===== config.mk =====
export PLATFORM = sky130hd
export DESIGN_NAME = spirv_extension_import_scanner_core
export DESIGN_NICKNAME = d
export VERILOG_FILES = /design/src/rtl/spvimp_pkg.sv /design/src/rtl/spirv_extension_import_scanner_core.sv
export SDC_FILE = /design/constraint.sdc
export NUM_CORES = 1
export LEC_CHECK = 0
export BUFFER_PORTS_ARGS = -buffer_cell sky130_fd_sc_hd__buf_2
export CAP_MARGIN = 20
export CORE_MARGIN = 5
export CORE_UTILIZATION = 45
export DETAILED_ROUTE_END_ITERATION = 7
export PLACE_DENSITY = 0.66
export SYNTH_ARGS = -nofsm -noshare
export SYNTH_HDL_FRONTEND = slang
export SYNTH_SLANG_ARGS = --single-unit

===== constraint.sdc =====
create_clock -name clk_i -period 3.4 [get_ports clk_i]
set_input_delay 0.17 -clock clk_i [delete_from_list [all_inputs] [get_ports clk_i]]
set_output_delay 0.17 -clock clk_i [all_outputs]
set_load 0.01 [all_outputs]

===== src/rtl/spvimp_pkg.sv =====
// ----------------------------------------------------------------------------
// spirv extension import scanner package
// constants, status codes and helpers shared by the scanner files
// ----------------------------------------------------------------------------
package spvimp_pkg;

  localparam logic [31:0] SpvMagic       = 32'h0723_0203;
  localparam logic [15:0] OpExtInstImport = 16'd11;
  localparam logic [2:0]  HeaderWords    = 3'd5;
  localparam logic [15:0] MinImportCount = 16'd5;
  localparam logic [2:0]  PosSaturate    = 3'd5;

  // "NonSemantic." as little-endian words
  localparam logic [31:0] NameWord0 = 32'h536E_6F4E;
  localparam logic [31:0] NameWord1 = 32'h6E61_6D65;
  localparam logic [31:0] NameWord2 = 32'h2E63_6974;

  typedef enum logic [1:0] {
    STATUS_ACCEPTED  = 2'd0,
    STATUS_NOT_SPIRV = 2'd1,
    STATUS_NEEDS_EXT = 2'd2
  } status_e;

  typedef struct packed {
    logic    uses_extension;
    status_e status;
  } result_t;

  function automatic logic [31:0] expected_name_word(input logic [2:0] pos);
    logic [31:0] w;
    case (pos)
      3'd2:    w = NameWord0;
      3'd3:    w = NameWord1;
      default: w = NameWord2;
    endcase
    return w;
  endfunction

endpackage


===== src/rtl/spirv_extension_import_scanner_core.sv =====
// ----------------------------------------------------------------------------
// spirv extension import scanner core
// walks a spir-v word stream, flags non-spir-v input and reports whether a
// non-semantic import needs an extension the device lacks
// ----------------------------------------------------------------------------
// channel   dir  tdata bits                          tlast
// s_axis    in   [31:0] module_word                  last_word
// m_axis    out  [1:0] status, [2] uses_extension    -
// cfg       in   cfg_wdata_i extension_supported     -
//
// one word per cycle while s_axis_tready is high; the scan state updates
// in the cycle a word is taken; the result appears in the cycle after the
// last word is taken and is held in an output register until taken; a
// new word is taken while it waits unless the output register is full and
// stalled; reset clears scan state, the config register and output valid
// ----------------------------------------------------------------------------
module spirv_extension_import_scanner_core (
  input  logic        clk_i,
  input  logic        rst_ni,
  input  logic        cfg_we_i,
  input  logic        cfg_wdata_i,    // [0] extension_supported
  input  logic        s_axis_tvalid,
  output logic        s_axis_tready,
  input  logic [31:0] s_axis_tdata,   // [31:0] module_word
  input  logic        s_axis_tlast,
  output logic        m_axis_tvalid,
  input  logic        m_axis_tready,
  output logic [7:0]  m_axis_tdata    // [1:0] status, [2] uses_extension
);
  import spvimp_pkg::*;

  logic        ext_sup_q;
  logic [2:0]  hdr_idx_q, hdr_idx_d;
  logic        magic_q, magic_d;
  logic [15:0] words_left_q, words_left_d;
  logic [2:0]  pos_q, pos_d;
  logic        cand_q, cand_d;
  logic        match_q, match_d;
  logic        stopped_q, stopped_d;
  logic        out_valid_q, out_valid_d;
  result_t     out_res_q, out_res_d;

  logic        in_acc;
  logic        long_enough;
  logic [15:0] count;
  logic [15:0] wl_dec;
  logic        cand_upd;

  assign in_acc        = s_axis_tvalid && s_axis_tready;
  assign s_axis_tready = !out_valid_q || m_axis_tready;
  assign m_axis_tvalid = out_valid_q;
  assign m_axis_tdata  = {5'd0, out_res_q};
  assign count         = s_axis_tdata[31:16];
  assign wl_dec        = words_left_q - 16'd1;

  always_comb begin
    hdr_idx_d    = hdr_idx_q;
    magic_d      = magic_q;
    words_left_d = words_left_q;
    pos_d        = pos_q;
    cand_d       = cand_q;
    match_d      = match_q;
    stopped_d    = stopped_q;
    long_enough  = 1'b0;
    cand_upd     = cand_q;
    out_valid_d  = out_valid_q && !m_axis_tready;
    out_res_d    = out_res_q;

    if (in_acc) begin
      if (hdr_idx_q < HeaderWords) begin
        if (hdr_idx_q == 3'd0) begin
          magic_d = (s_axis_tdata == SpvMagic);
        end
        hdr_idx_d = hdr_idx_q + 3'd1;
      end else begin
        long_enough = 1'b1;
        if (!stopped_q && magic_q) begin
          if (words_left_q == 16'd0) begin
            if (count == 16'd0) begin
              stopped_d = 1'b1;
            end else begin
              words_left_d = count - 16'd1;
              pos_d        = 3'd1;
              cand_d       = (s_axis_tdata[15:0] == OpExtInstImport) &&
                             (count >= MinImportCount);
            end
          end else begin
            if (cand_q && pos_q >= 3'd2 && pos_q <= 3'd4 &&
                s_axis_tdata != expected_name_word(pos_q)) begin
              cand_upd = 1'b0;
            end
            cand_d = cand_upd;
            if (pos_q < PosSaturate) begin
              pos_d = pos_q + 3'd1;
            end
            words_left_d = wl_dec;
            if (wl_dec == 16'd0 && cand_upd) begin
              match_d   = 1'b1;
              stopped_d = 1'b1;
            end
          end
        end
      end

      if (s_axis_tlast) begin
        out_valid_d = 1'b1;
        if (!long_enough || !magic_d) begin
          out_res_d.status         = STATUS_NOT_SPIRV;
          out_res_d.uses_extension = 1'b0;
        end else begin
          out_res_d.uses_extension = match_d;
          out_res_d.status = (match_d && !ext_sup_q) ? STATUS_NEEDS_EXT : STATUS_ACCEPTED;
        end
        hdr_idx_d    = '0;
        magic_d      = 1'b0;
        words_left_d = '0;
        pos_d        = '0;
        cand_d       = 1'b0;
        match_d      = 1'b0;
        stopped_d    = 1'b0;
      end
    end
  end

  always_ff @(posedge clk_i or negedge rst_ni) begin
    if (!rst_ni) begin
      ext_sup_q    <= 1'b0;
      hdr_idx_q    <= '0;
      magic_q      <= 1'b0;
      words_left_q <= '0;
      pos_q        <= '0;
      cand_q       <= 1'b0;
      match_q      <= 1'b0;
      stopped_q    <= 1'b0;
      out_valid_q  <= 1'b0;
    end else begin
      if (cfg_we_i) begin
        ext_sup_q <= cfg_wdata_i;
      end
      hdr_idx_q    <= hdr_idx_d;
      magic_q      <= magic_d;
      words_left_q <= words_left_d;
      pos_q        <= pos_d;
      cand_q       <= cand_d;
      match_q      <= match_d;
      stopped_q    <= stopped_d;
      out_valid_q  <= out_valid_d;
    end
  end

  always_ff @(posedge clk_i) begin
    out_res_q <= out_res_d;
  end

endmodule


==> metrics.txt, run 1 <==
Antenna Cells 0; status finished clean; Final Wtd Congestion 0.881; Synth cell types 76; slew margin rel. 0.472; wire per inst 16.3 um; Seq pwr share 0.262; Net Sw Power 927 uW; initial antenna violation count 0; CTS resizes 0; Post-Syn Area 2890 um^2; Post-synth EDFFs 3; Yosys top cell area share 0.242; Synth warnings 0; RSZ-0062 raised after global routing false; GRT Total Usage 0.189; measured slew at the worst slew-check pin 782 ps; clock group share of total power 0.147; drt total wl 7690 um; die area 8140 um^2; first-pass GRT wire length 12800 um; Pre-Repair DR Iteration Count 5; drt drc 0; Worst-path clk slew 70 ps; flops & latches, synth 31; largest net degree at the start of global routing 29; post-synthesis xor/xnor area fraction 0.0484; final period utilization 0.810; worst vdd ir 0.000304 V; Final ANT Viol Nets 0; Worst path max stage delay 740 ps; HP Class input pin to flop; synthesized area per cell 8.13 um^2; setup_tns 0 ps; CP arrival 2920 ps; DP Cell Count 463; Max stage delay cell, worst path or4_1; Power per Cell Area 621 nW/um^2; Required @ worst endpoint 3560 ps; Synth Instances 356; IO Port Bufs 43; vias in the first global route 2614; Peak Freq 363 MHz; Fin. Hold Viols 0; H-tree Lvls 2; Area Growth Syn to Fin 10.2%; worst path cell trace or4_1 > nor4_4 > and2_1 > a21oi_4 > o21ai_4 > buf_4 > a211o_2 > o21ai_0; DRT iter0 DRCs 237; Area contributors post-synth dfrtp_1 24%, ha_1 5.2%, nor2_1 5.1%; layout cells sized above 1 0.195; Post-DP HPWL 5910 um; CTS buffer count 5; multiplexer share of the synthesized area 0.0108; total grt overflow 0; crit path time final 2750 ps; routed via count 2825; Via density 5.99; critical path class flop to flop; fraction of registers with async set/reset 0.903; worst-path fanout max 15; Layout Skew 6.21 ps; overall die height 90.2 um; Post-Synth Adder-Cell Area 0.0519; Root Buffer clkbuf_8; top_reg_cell synth dfrtp_1; Yosys top cell by area dfrtp_1; Final setup viols 0; Die X 90.2 um; switching share of power 0.468; CTS tree done; endpoint class of the critical path flop; Final Max Tran Viols 0; synthesized-area fraction occupied by and/or/nand/nor cells 0.295; Clock Latency Late Sink 290 ps; leakage power 1.34 nW; Initial Util 0.458; Core Footprint 6310 um^2; Gate power share 0.591; Ports 49; Pint 1.06 mW; nets 445; max-cap viol count 0; list of most frequent post-synthesis cells 39 x nor2_1, 28 x dfrtp_1, 21 x nand2_1; Layout Cells excl Fill 472; Compound-Gate Fraction of Synth Area 0.233; clock sink count 31; maximum clock path buffer count 2; register area share after synthesis 0.273; FP Rows 29; most frequent cell after synthesis nor2_1; combinational family with the most area after synthesis simple AND/OR/NAND/NOR gates; Startpoint Class flop
[kinds of logic (layout without fill, tap and decap cells)]
group,count (synthesis),after routing
flops,31,31
compound gates,100,100
fa+ha+maj,12,12
buf+inv,41,76
other cells,1,5
mux,3,3
xor+xnor,16,16
simple gates,152,152
[critical path: cells and delay by family, from the launching register on]
kind	cells	cell delay, ps
buffers and inverters	1	270
DFF	1	440
AOI/OAI and AO/OA	4	590
and+or+nand+nor	3	1310
[per-layer routing]
metal	vias up	global-route usage	wire length, um
met5	-	0	0
met4	0	0.0732	191
met3	14	0.0301	441
met2	114	0.295	3410
met1	1300	0.261	3640
li1	1397	-	-
[placed cells by master (no fill, tap or decap), types with 9 or more instances in the layout]
| cell type | Yosys | layout |
|---|---|---|
| o21ai_1 | 14 | 14 |
| o21ai_0 | 18 | 18 |
| dfrtp_1 | 28 | 28 |
| ha_1 | 12 | 12 |
| xnor2_1 | 11 | 11 |
| nor3_1 | 14 | 14 |
| nand2_1 | 21 | 21 |
| buf_2 | 1 | 43 |
| nor2_1 | 39 | 39 |
| nor4_1 | 9 | 9 |
| a21oi_1 | 17 | 17 |
| inv_1 | 15 | 15 |
| buf_4 | 8 | 9 |
[cell type report]
class | instances | area (um^2)
Fill cell | 650 | 3120
Multi-Input combinational cell | 288 | 1870
Sequential cell | 31 | 791
Timing Repair Buffer | 53 | 293
Tap cell | 77 | 96.3
Clock buffer | 6 | 72.6
Inverter | 15 | 56.3
Clock inverter | 2 | 12.5
[stage by stage]
| stage | util | hold WS [ps] | area (um^2) | power (mW) | setup slack [ps] |
|---|---|---|---|---|---|
| floorplan | - | -126 | 2910 | 1.39 | 965 |
| global placement | 0.490 | 241 | 3100 | 1.68 | 771 |
| detailed placement | 0.490 | 242 | 3100 | 1.67 | 700 |
| CTS | 0.505 | 109 | 3190 | 1.97 | 664 |
| global route | 0.505 | 112 | 3190 | 2.14 | 491 |
| finish | 0.505 | 115 | 3190 | 1.98 | 647 |
[sequential cells by signal, indices dropped and copies added (netlist names)]
name,flops
magic_q,1
pos_q,3
ext_sup_q,1
m_axis_tvalid,1
stopped_q,1
cand_q,1
match_q,1
words_left_q,16
m_axis_tdata,3
hdr_idx_q,3
[power groups by stage]
stage          sequential, mW  combinational [mW]  clock (mW)
2_1_floorplan           0.486               0.906           0
3_3_place_gp            0.520                1.16           0
3_5_place_dp            0.522                1.15           0
4_1_cts                 0.516                1.15       0.296
5_1_grt                 0.529                1.30       0.312
6_report                0.520                1.17       0.291
[path summary, 6_finish.rpt]
check,startpoint,end,slack [ps],cells past startpoint
max reg2reg,words_left_q[6],words_left_q[0],650,8
max in group asynchronous,rst_ni,words_left_q[7],2540,2
min,cfg_wdata_i,ext_sup_q,110,2
min in group asynchronous,rst_ni,pos_q[1],430,2
min reg2reg,match_q,match_q,520,1
max,words_left_q[6],words_left_q[0],650,8
[repair_timing]
action                    in CTS  in global routing
hold endpoints to repair      28                  0
hold buffers                   1                  0
setup buffers                  0                  0
Power figures use the tool's default switching activity.
==> run 2: changes to the inputs <==
--- a/config.mk
+++ b/config.mk
@@ -5,12 +5,13 @@
 export SDC_FILE = /design/constraint.sdc
 export NUM_CORES = 1
 export LEC_CHECK = 0
+export ABC_AREA = 1
 export BUFFER_PORTS_ARGS = -buffer_cell sky130_fd_sc_hd__buf_2
 export CAP_MARGIN = 20
 export CORE_MARGIN = 5
 export CORE_UTILIZATION = 45
 export DETAILED_ROUTE_END_ITERATION = 7
-export PLACE_DENSITY = 0.66
+export PLACE_DENSITY = 0.69
 export SYNTH_ARGS = -nofsm -noshare
 export SYNTH_HDL_FRONTEND = slang
 export SYNTH_SLANG_ARGS = --single-unit
==> constraint.sdc (replaced) <==
create_clock -name clk_i -period 2.5 [get_ports clk_i]
set_input_delay 0.125 -clock clk_i [delete_from_list [all_inputs] [get_ports clk_i]]
set_output_delay 0.125 -clock clk_i [all_outputs]
set_load 0.01 [all_outputs]
==> run 2 against run 1 <==
  * Non-clock buffer count shrank 4
  * Sequential cell count is the same
  * Via count grew 13%
  * Sequential power grew 46%
  * Register-to-register slack lost 390 ps
  * Clock skew shrank 0.51 ps
==> metrics.txt, run 2 <==
status finished clean; nets 573; WHS Path Cells 2; Clock Latency Late Sink 280 ps; H-tree Lvls 2; largest net degree at the start of global routing 29; Peak Freq 446 MHz; dpl ws 103 ps; crit path time final 2240 ps; Antenna Cells 0; layout cells sized above 1 0.174; Post-DP Area 3240 um^2; list of most frequent post-synthesis cells 120 x nand2_1, 71 x nor2_1, 69 x inv_1; RSZ-0062 raised after global routing false; routed via count 3204; setup_tns 0 ps; final period utilization 0.897; critical path class flop to flop; Gate power share 0.486; Layout fillers 668; clock sink count 31; slew margin rel. 0.557; Startpoint Class flop; endpoint class of the critical path flop; top_reg_cell synth dfrtp_1; fraction of registers with async set/reset 0.903; GRT Total Usage 0.203; Final ANT Viol Nets 0; Yosys top cell by area dfrtp_1; Final Wtd Congestion 0.969; Root Buffer clkbuf_8; Worst path max stage delay 390 ps; Power per Cell Area 737 nW/um^2; DRT iter0 DRCs 179; Ports 49; worst-case reg-to-reg path depth 15; Synth warnings 0; Area contributors post-synth dfrtp_1 24%, nand2_1 15%, nor2_1 9.1%; switching share of power 0.452; clock group share of total power 0.210; Post-Syn Area 2940 um^2; Fin. Hold Viols 0; flops & latches, synth 31; Core Footprint 6350 um^2; Final WS setup 257 ps; first-pass GRT wire length 14200 um; most frequent cells in the layout 120 x nand2_1, 68 x inv_1, 68 x nor2_1; synthesized area per cell 6.26 um^2; Die X 90.9 um; die area 8260 um^2; Final setup viols 0; Max stage delay cell, worst path dfrtp_1; Synth Instances 470; Post-synth EDFFs 3; Tot Pwr 2.50 mW; Largest Register words_left_q; Yosys top cell area share 0.238; CTS buffer count 5; CP arrival 2390 ps; Net Sw Power 1.13 mW; Required @ worst endpoint 2650 ps; initial antenna violation count 0; worst vdd ir 0.000458 V; multi-input logic area 1850 um^2; overall die height 90.9 um; leakage power 1.72 nW; Synth cell types 35; Hold Slack 40.1 ps; HP Class input pin to flop; Pre-Repair DR Iteration Count 5; IO Port Bufs 43; Reg area 791 um^2; wire per inst 13.7 um; Layout Skew 5.69 ps; total grt overflow 0; Via density 5.34; Final Max Tran Viols 0; vias in the first global route 3179; worst-path fanout max 5; maximum clock path buffer count 2; drt drc 0; most frequent cell after synthesis nand2_1; FP Rows 29; register area share after synthesis 0.269; drt total wl 8230 um; CTS tree done; Initial Util 0.464; measured slew at the worst slew-check pin 665 ps; most common cell after layout, fill and taps aside nand2_1; final instance area 3390 um^2; Worst-path clk slew 70 ps; max-cap viol count 0; Seq pwr share 0.304; Pint 1.37 mW; Area Growth Syn to Fin 15.2%; worst path cell trace inv_1 > buf_4 > ha_2 > nand2_1 > nor2_4 > nand3_1 > nand2_1 > nand3_1 > nor2_1 > nand3_1 > nor2_2 > nand3_1 > nand2_1 > nand2_1 > nor2_1; setup bufs post-CTS 0; Post-DP HPWL 6610 um; Largest register FFs 16
[run 2: what timing repair did]
item | in CTS | in global routing
hold buffers | 1 | 0
hold endpoints to repair | 28 | 0
resized for setup | 0 | 9
endpoints found under the setup margin | 0 | 8
[run 2: worst paths after layout]
path                                 startpoint              end  slack (ps)
worst max-delay path            words_left_q[0]  m_axis_tdata[1]         260
worst min-delay path                   cfg_we_i        ext_sup_q          40
worst max register to register  words_left_q[0]  m_axis_tdata[1]         260
worst min register to register        stopped_q        stopped_q         490
max in group asynchronous                rst_ni          match_q        1650
min in group asynchronous                rst_ni  words_left_q[8]         410
[run 2: area by class of cell]
type / count / share of cell area
Clock buffer: 6 / 0.0243
Clock inverter: 2 / 0.0103
Sequential cell: 31 / 0.233
Tap cell: 77 / 0.0284
Inverter: 74 / 0.0819
Multi-Input combinational cell: 361 / 0.544
Timing Repair Buffer: 49 / 0.0775
[run 2: per-stage QoR]
step / instances / utilization
after global placement: 591 / 0.510
after floorplan: 474 / -
final: 600 / 0.534
after detailed placement: 591 / 0.510
after global routing: 600 / 0.534
after CTS: 600 / 0.530
[run 2: power groups by stage]
stage	Clock (mW)	Sequential [mW]	Combinational, mW
floorplan	0	0.736	0.892
global placement	0	0.759	1.16
detailed placement	0	0.762	1.18
CTS	0.533	0.753	1.18
global route	0.551	0.777	1.38
finish	0.524	0.759	1.22
[run 2: routing by layer]
metal	wire length, um	global-route usage	up-vias
met1	3840	0.275	1464
li1	-	-	1610
met5	0	0	-
met2	3720	0.334	117
met4	153	0.0648	0
met3	516	0.0283	13
[run 2: cells by family (layout without fill, tap and decap cells)]
group | Yosys count | after routing | synth area share
buf+inv | 82 | 131 | 0.119
simple gates | 268 | 268 | 0.402
other cells | 1 | 5 | 0.00127
flops | 31 | 31 | 0.269
compound gates | 70 | 70 | 0.140
xor+xnor | 6 | 6 | 0.0178
fa+ha+maj | 12 | 12 | 0.0510
[run 2: critical path, delay by kind of cell (launching register included)]
| kind | cells | cell delay [ps] |
|---|---|---|
| adders and majority gates | 1 | 230 |
| buffers and inverters | 2 | 220 |
| and+or+nand+nor | 12 | 1250 |
| DFF | 1 | 390 |
==> run 3: changes to the inputs <==
--- a/config.mk
+++ b/config.mk
@@ -11,6 +11,7 @@
 export CORE_MARGIN = 5
 export CORE_UTILIZATION = 45
 export DETAILED_ROUTE_END_ITERATION = 7
+export MAX_ROUTING_LAYER = met4
 export PLACE_DENSITY = 0.69
 export SYNTH_ARGS = -nofsm -noshare
 export SYNTH_HDL_FRONTEND = slang
==> run 3 against run 2 <==
  * Clock power up 2%
  * Highest routed layer unchanged
  * Sequential share of layout area up 0.12 points
  * Clock-buffer cell count unchanged
  * Via count down 0.19%
  * Maximum frequency about the same
  * Worst hold slack worse by 15 ps
  * Critical path depth unchanged
==> metrics.txt, run 3 (synthesis gave the netlist of run 2 again) <==
Layout Cells excl Fill 599; Peak Freq 446 MHz; DP Cell Count 590; drt drc 0; drt total wl 8460 um; clock sink count 31; die area 8260 um^2; most common cell after layout, fill and taps aside nand2_1; total grt overflow 0; clock group share of total power 0.214; fin util 0.531; Net Sw Power 1.13 mW; H-tree Lvls 2; Layout fillers 667; Layout Skew 7.13 ps; worst vdd ir 0.000469 V; worst path buffer plus inverter count 2; CTS buffer count 5; setup_tns 0 ps; DRT iter0 DRCs 205; Die X 90.9 um; worst-path fanout max 6; IO Port Bufs 43; measured slew at the worst slew-check pin 654 ps; HP Class input pin to flop; initial antenna violation count 0; GRT Total Usage 0.212; Reg area 791 um^2; largest net degree at the start of global routing 29; Max stage delay cell, worst path dfrtp_1; nets 572; Final setup viols 0; critical path class flop to flop; Area Growth Syn to Fin 14.6%; crit path time final 2240 ps; status finished clean; slew margin rel. 0.564; multi-input logic area 1840 um^2; Pre-Repair DR Iteration Count 5; worst-case reg-to-reg path depth 15; CTS tree done; Antenna Cells 0; overall die height 90.9 um; first-pass GRT wire length 14000 um; Fin. Hold Viols 0; Final Wtd Congestion 0.926; endpoint class of the critical path flop; Startpoint Class flop; most frequent cells in the layout 120 x nand2_1, 69 x nor2_1, 68 x inv_1; final period utilization 0.896; Root Buffer clkbuf_8; WHS Path Cells 2; Post-DP Area 3230 um^2; max-cap viol count 0; Largest register FFs 16; Required @ worst endpoint 2650 ps; CP arrival 2390 ps; Pint 1.36 mW; worst path cell trace ha_1 > ha_1 > inv_2 > nand3_2 > nand2_1 > nand2_1 > nor2_1 > nand3_1 > nor2_2 > nor2_1 > nor2_2 > nand3_1 > nand2_1 > inv_1 > nor2_1; FP Rows 29; layout cells sized above 1 0.169; Worst path max stage delay 430 ps; switching share of power 0.453; Final Max Tran Viols 0; Levels on crit path 15; Post-DP HPWL 6800 um; Hold Slack 25.5 ps; Largest Register words_left_q; vias in the first global route 3004; Clock Latency Late Sink 290 ps; final instance area 3370 um^2; setup bufs post-CTS 0; routed via count 3198; Seq pwr share 0.306; maximum clock path buffer count 2; Power per Cell Area 738 nW/um^2; Final ANT Viol Nets 0; leakage power 1.72 nW; Via density 5.34; Top delay family on crit path simple AND/OR/NAND/NOR gates; Core Footprint 6350 um^2; Ports 49; Gate power share 0.479; wire per inst 14.1 um; Worst-path clk slew 70 ps; Initial Util 0.464
## run 3: cell count changes in the layout (fill, tap and decap cells not counted), sizes merged
cell	change
buf	-1
## run 3: routing by layer
layer / share of wire / track usage
met4: 0.0093 / 0.0440
met5: 0 / -
met2: 0.47 / 0.349
met3: 0.054 / 0.0250
met1: 0.46 / 0.282
## run 3: path summary, 6_finish.rpt
kind                       startpoint               end  slack (ps)
max                          pos_q[1]   m_axis_tdata[2]         260
min                          cfg_we_i         ext_sup_q          30
max reg2reg                  pos_q[1]   m_axis_tdata[2]         260
min reg2reg                 stopped_q         stopped_q         500
max in group asynchronous      rst_ni  words_left_q[11]        1680
min in group asynchronous      rst_ni   words_left_q[2]         400
## run 3: power by group through the flow
stage | Clock (mW) | Sequential [mW] | Combinational, mW
2_1_floorplan | 0 | 0.736 | 0.892
6_report | 0.534 | 0.763 | 1.19
5_1_grt | 0.561 | 0.781 | 1.35
4_1_cts | 0.539 | 0.758 | 1.17
3_3_place_gp | 0 | 0.761 | 1.15
3_5_place_dp | 0 | 0.767 | 1.16
## run 3: worst reg2reg max path, cell delays in order (launching register included)
cell and delay [ps]:
dfrtp_1 430, ha_1 210, ha_1 250, inv_2 140, nand3_2 120, nand2_1 90
nand2_1 50, nor2_1 120, nand3_1 90, nor2_2 110, nor2_1 60, nor2_2 130
nand3_1 80, nand2_1 80, inv_1 50, nor2_1 100
## run 3: cell type report
cell class                      instances  share of cell area
Multi-Input combinational cell        361               0.544
Sequential cell                        31               0.234
Inverter                               74              0.0823
Timing Repair Buffer                   48              0.0756
Tap cell                               77              0.0286
Clock buffer                            6              0.0245
Clock inverter                          2              0.0104
## run 3: what timing repair did
| item | CTS | global route |
|---|---|---|
| resized for setup | 0 | 6 |
| hold endpoints to repair | 28 | 0 |
| hold buffers | 1 | 0 |
| endpoints found under the setup margin | 0 | 7 |
## run 3: metrics by stage
step	setup slack (ps)	total power, mW
finish	259	2.49
global route	-1.04	2.69
CTS	138	2.47
detailed placement	170	1.93
global placement	159	1.91
floorplan	563	1.63
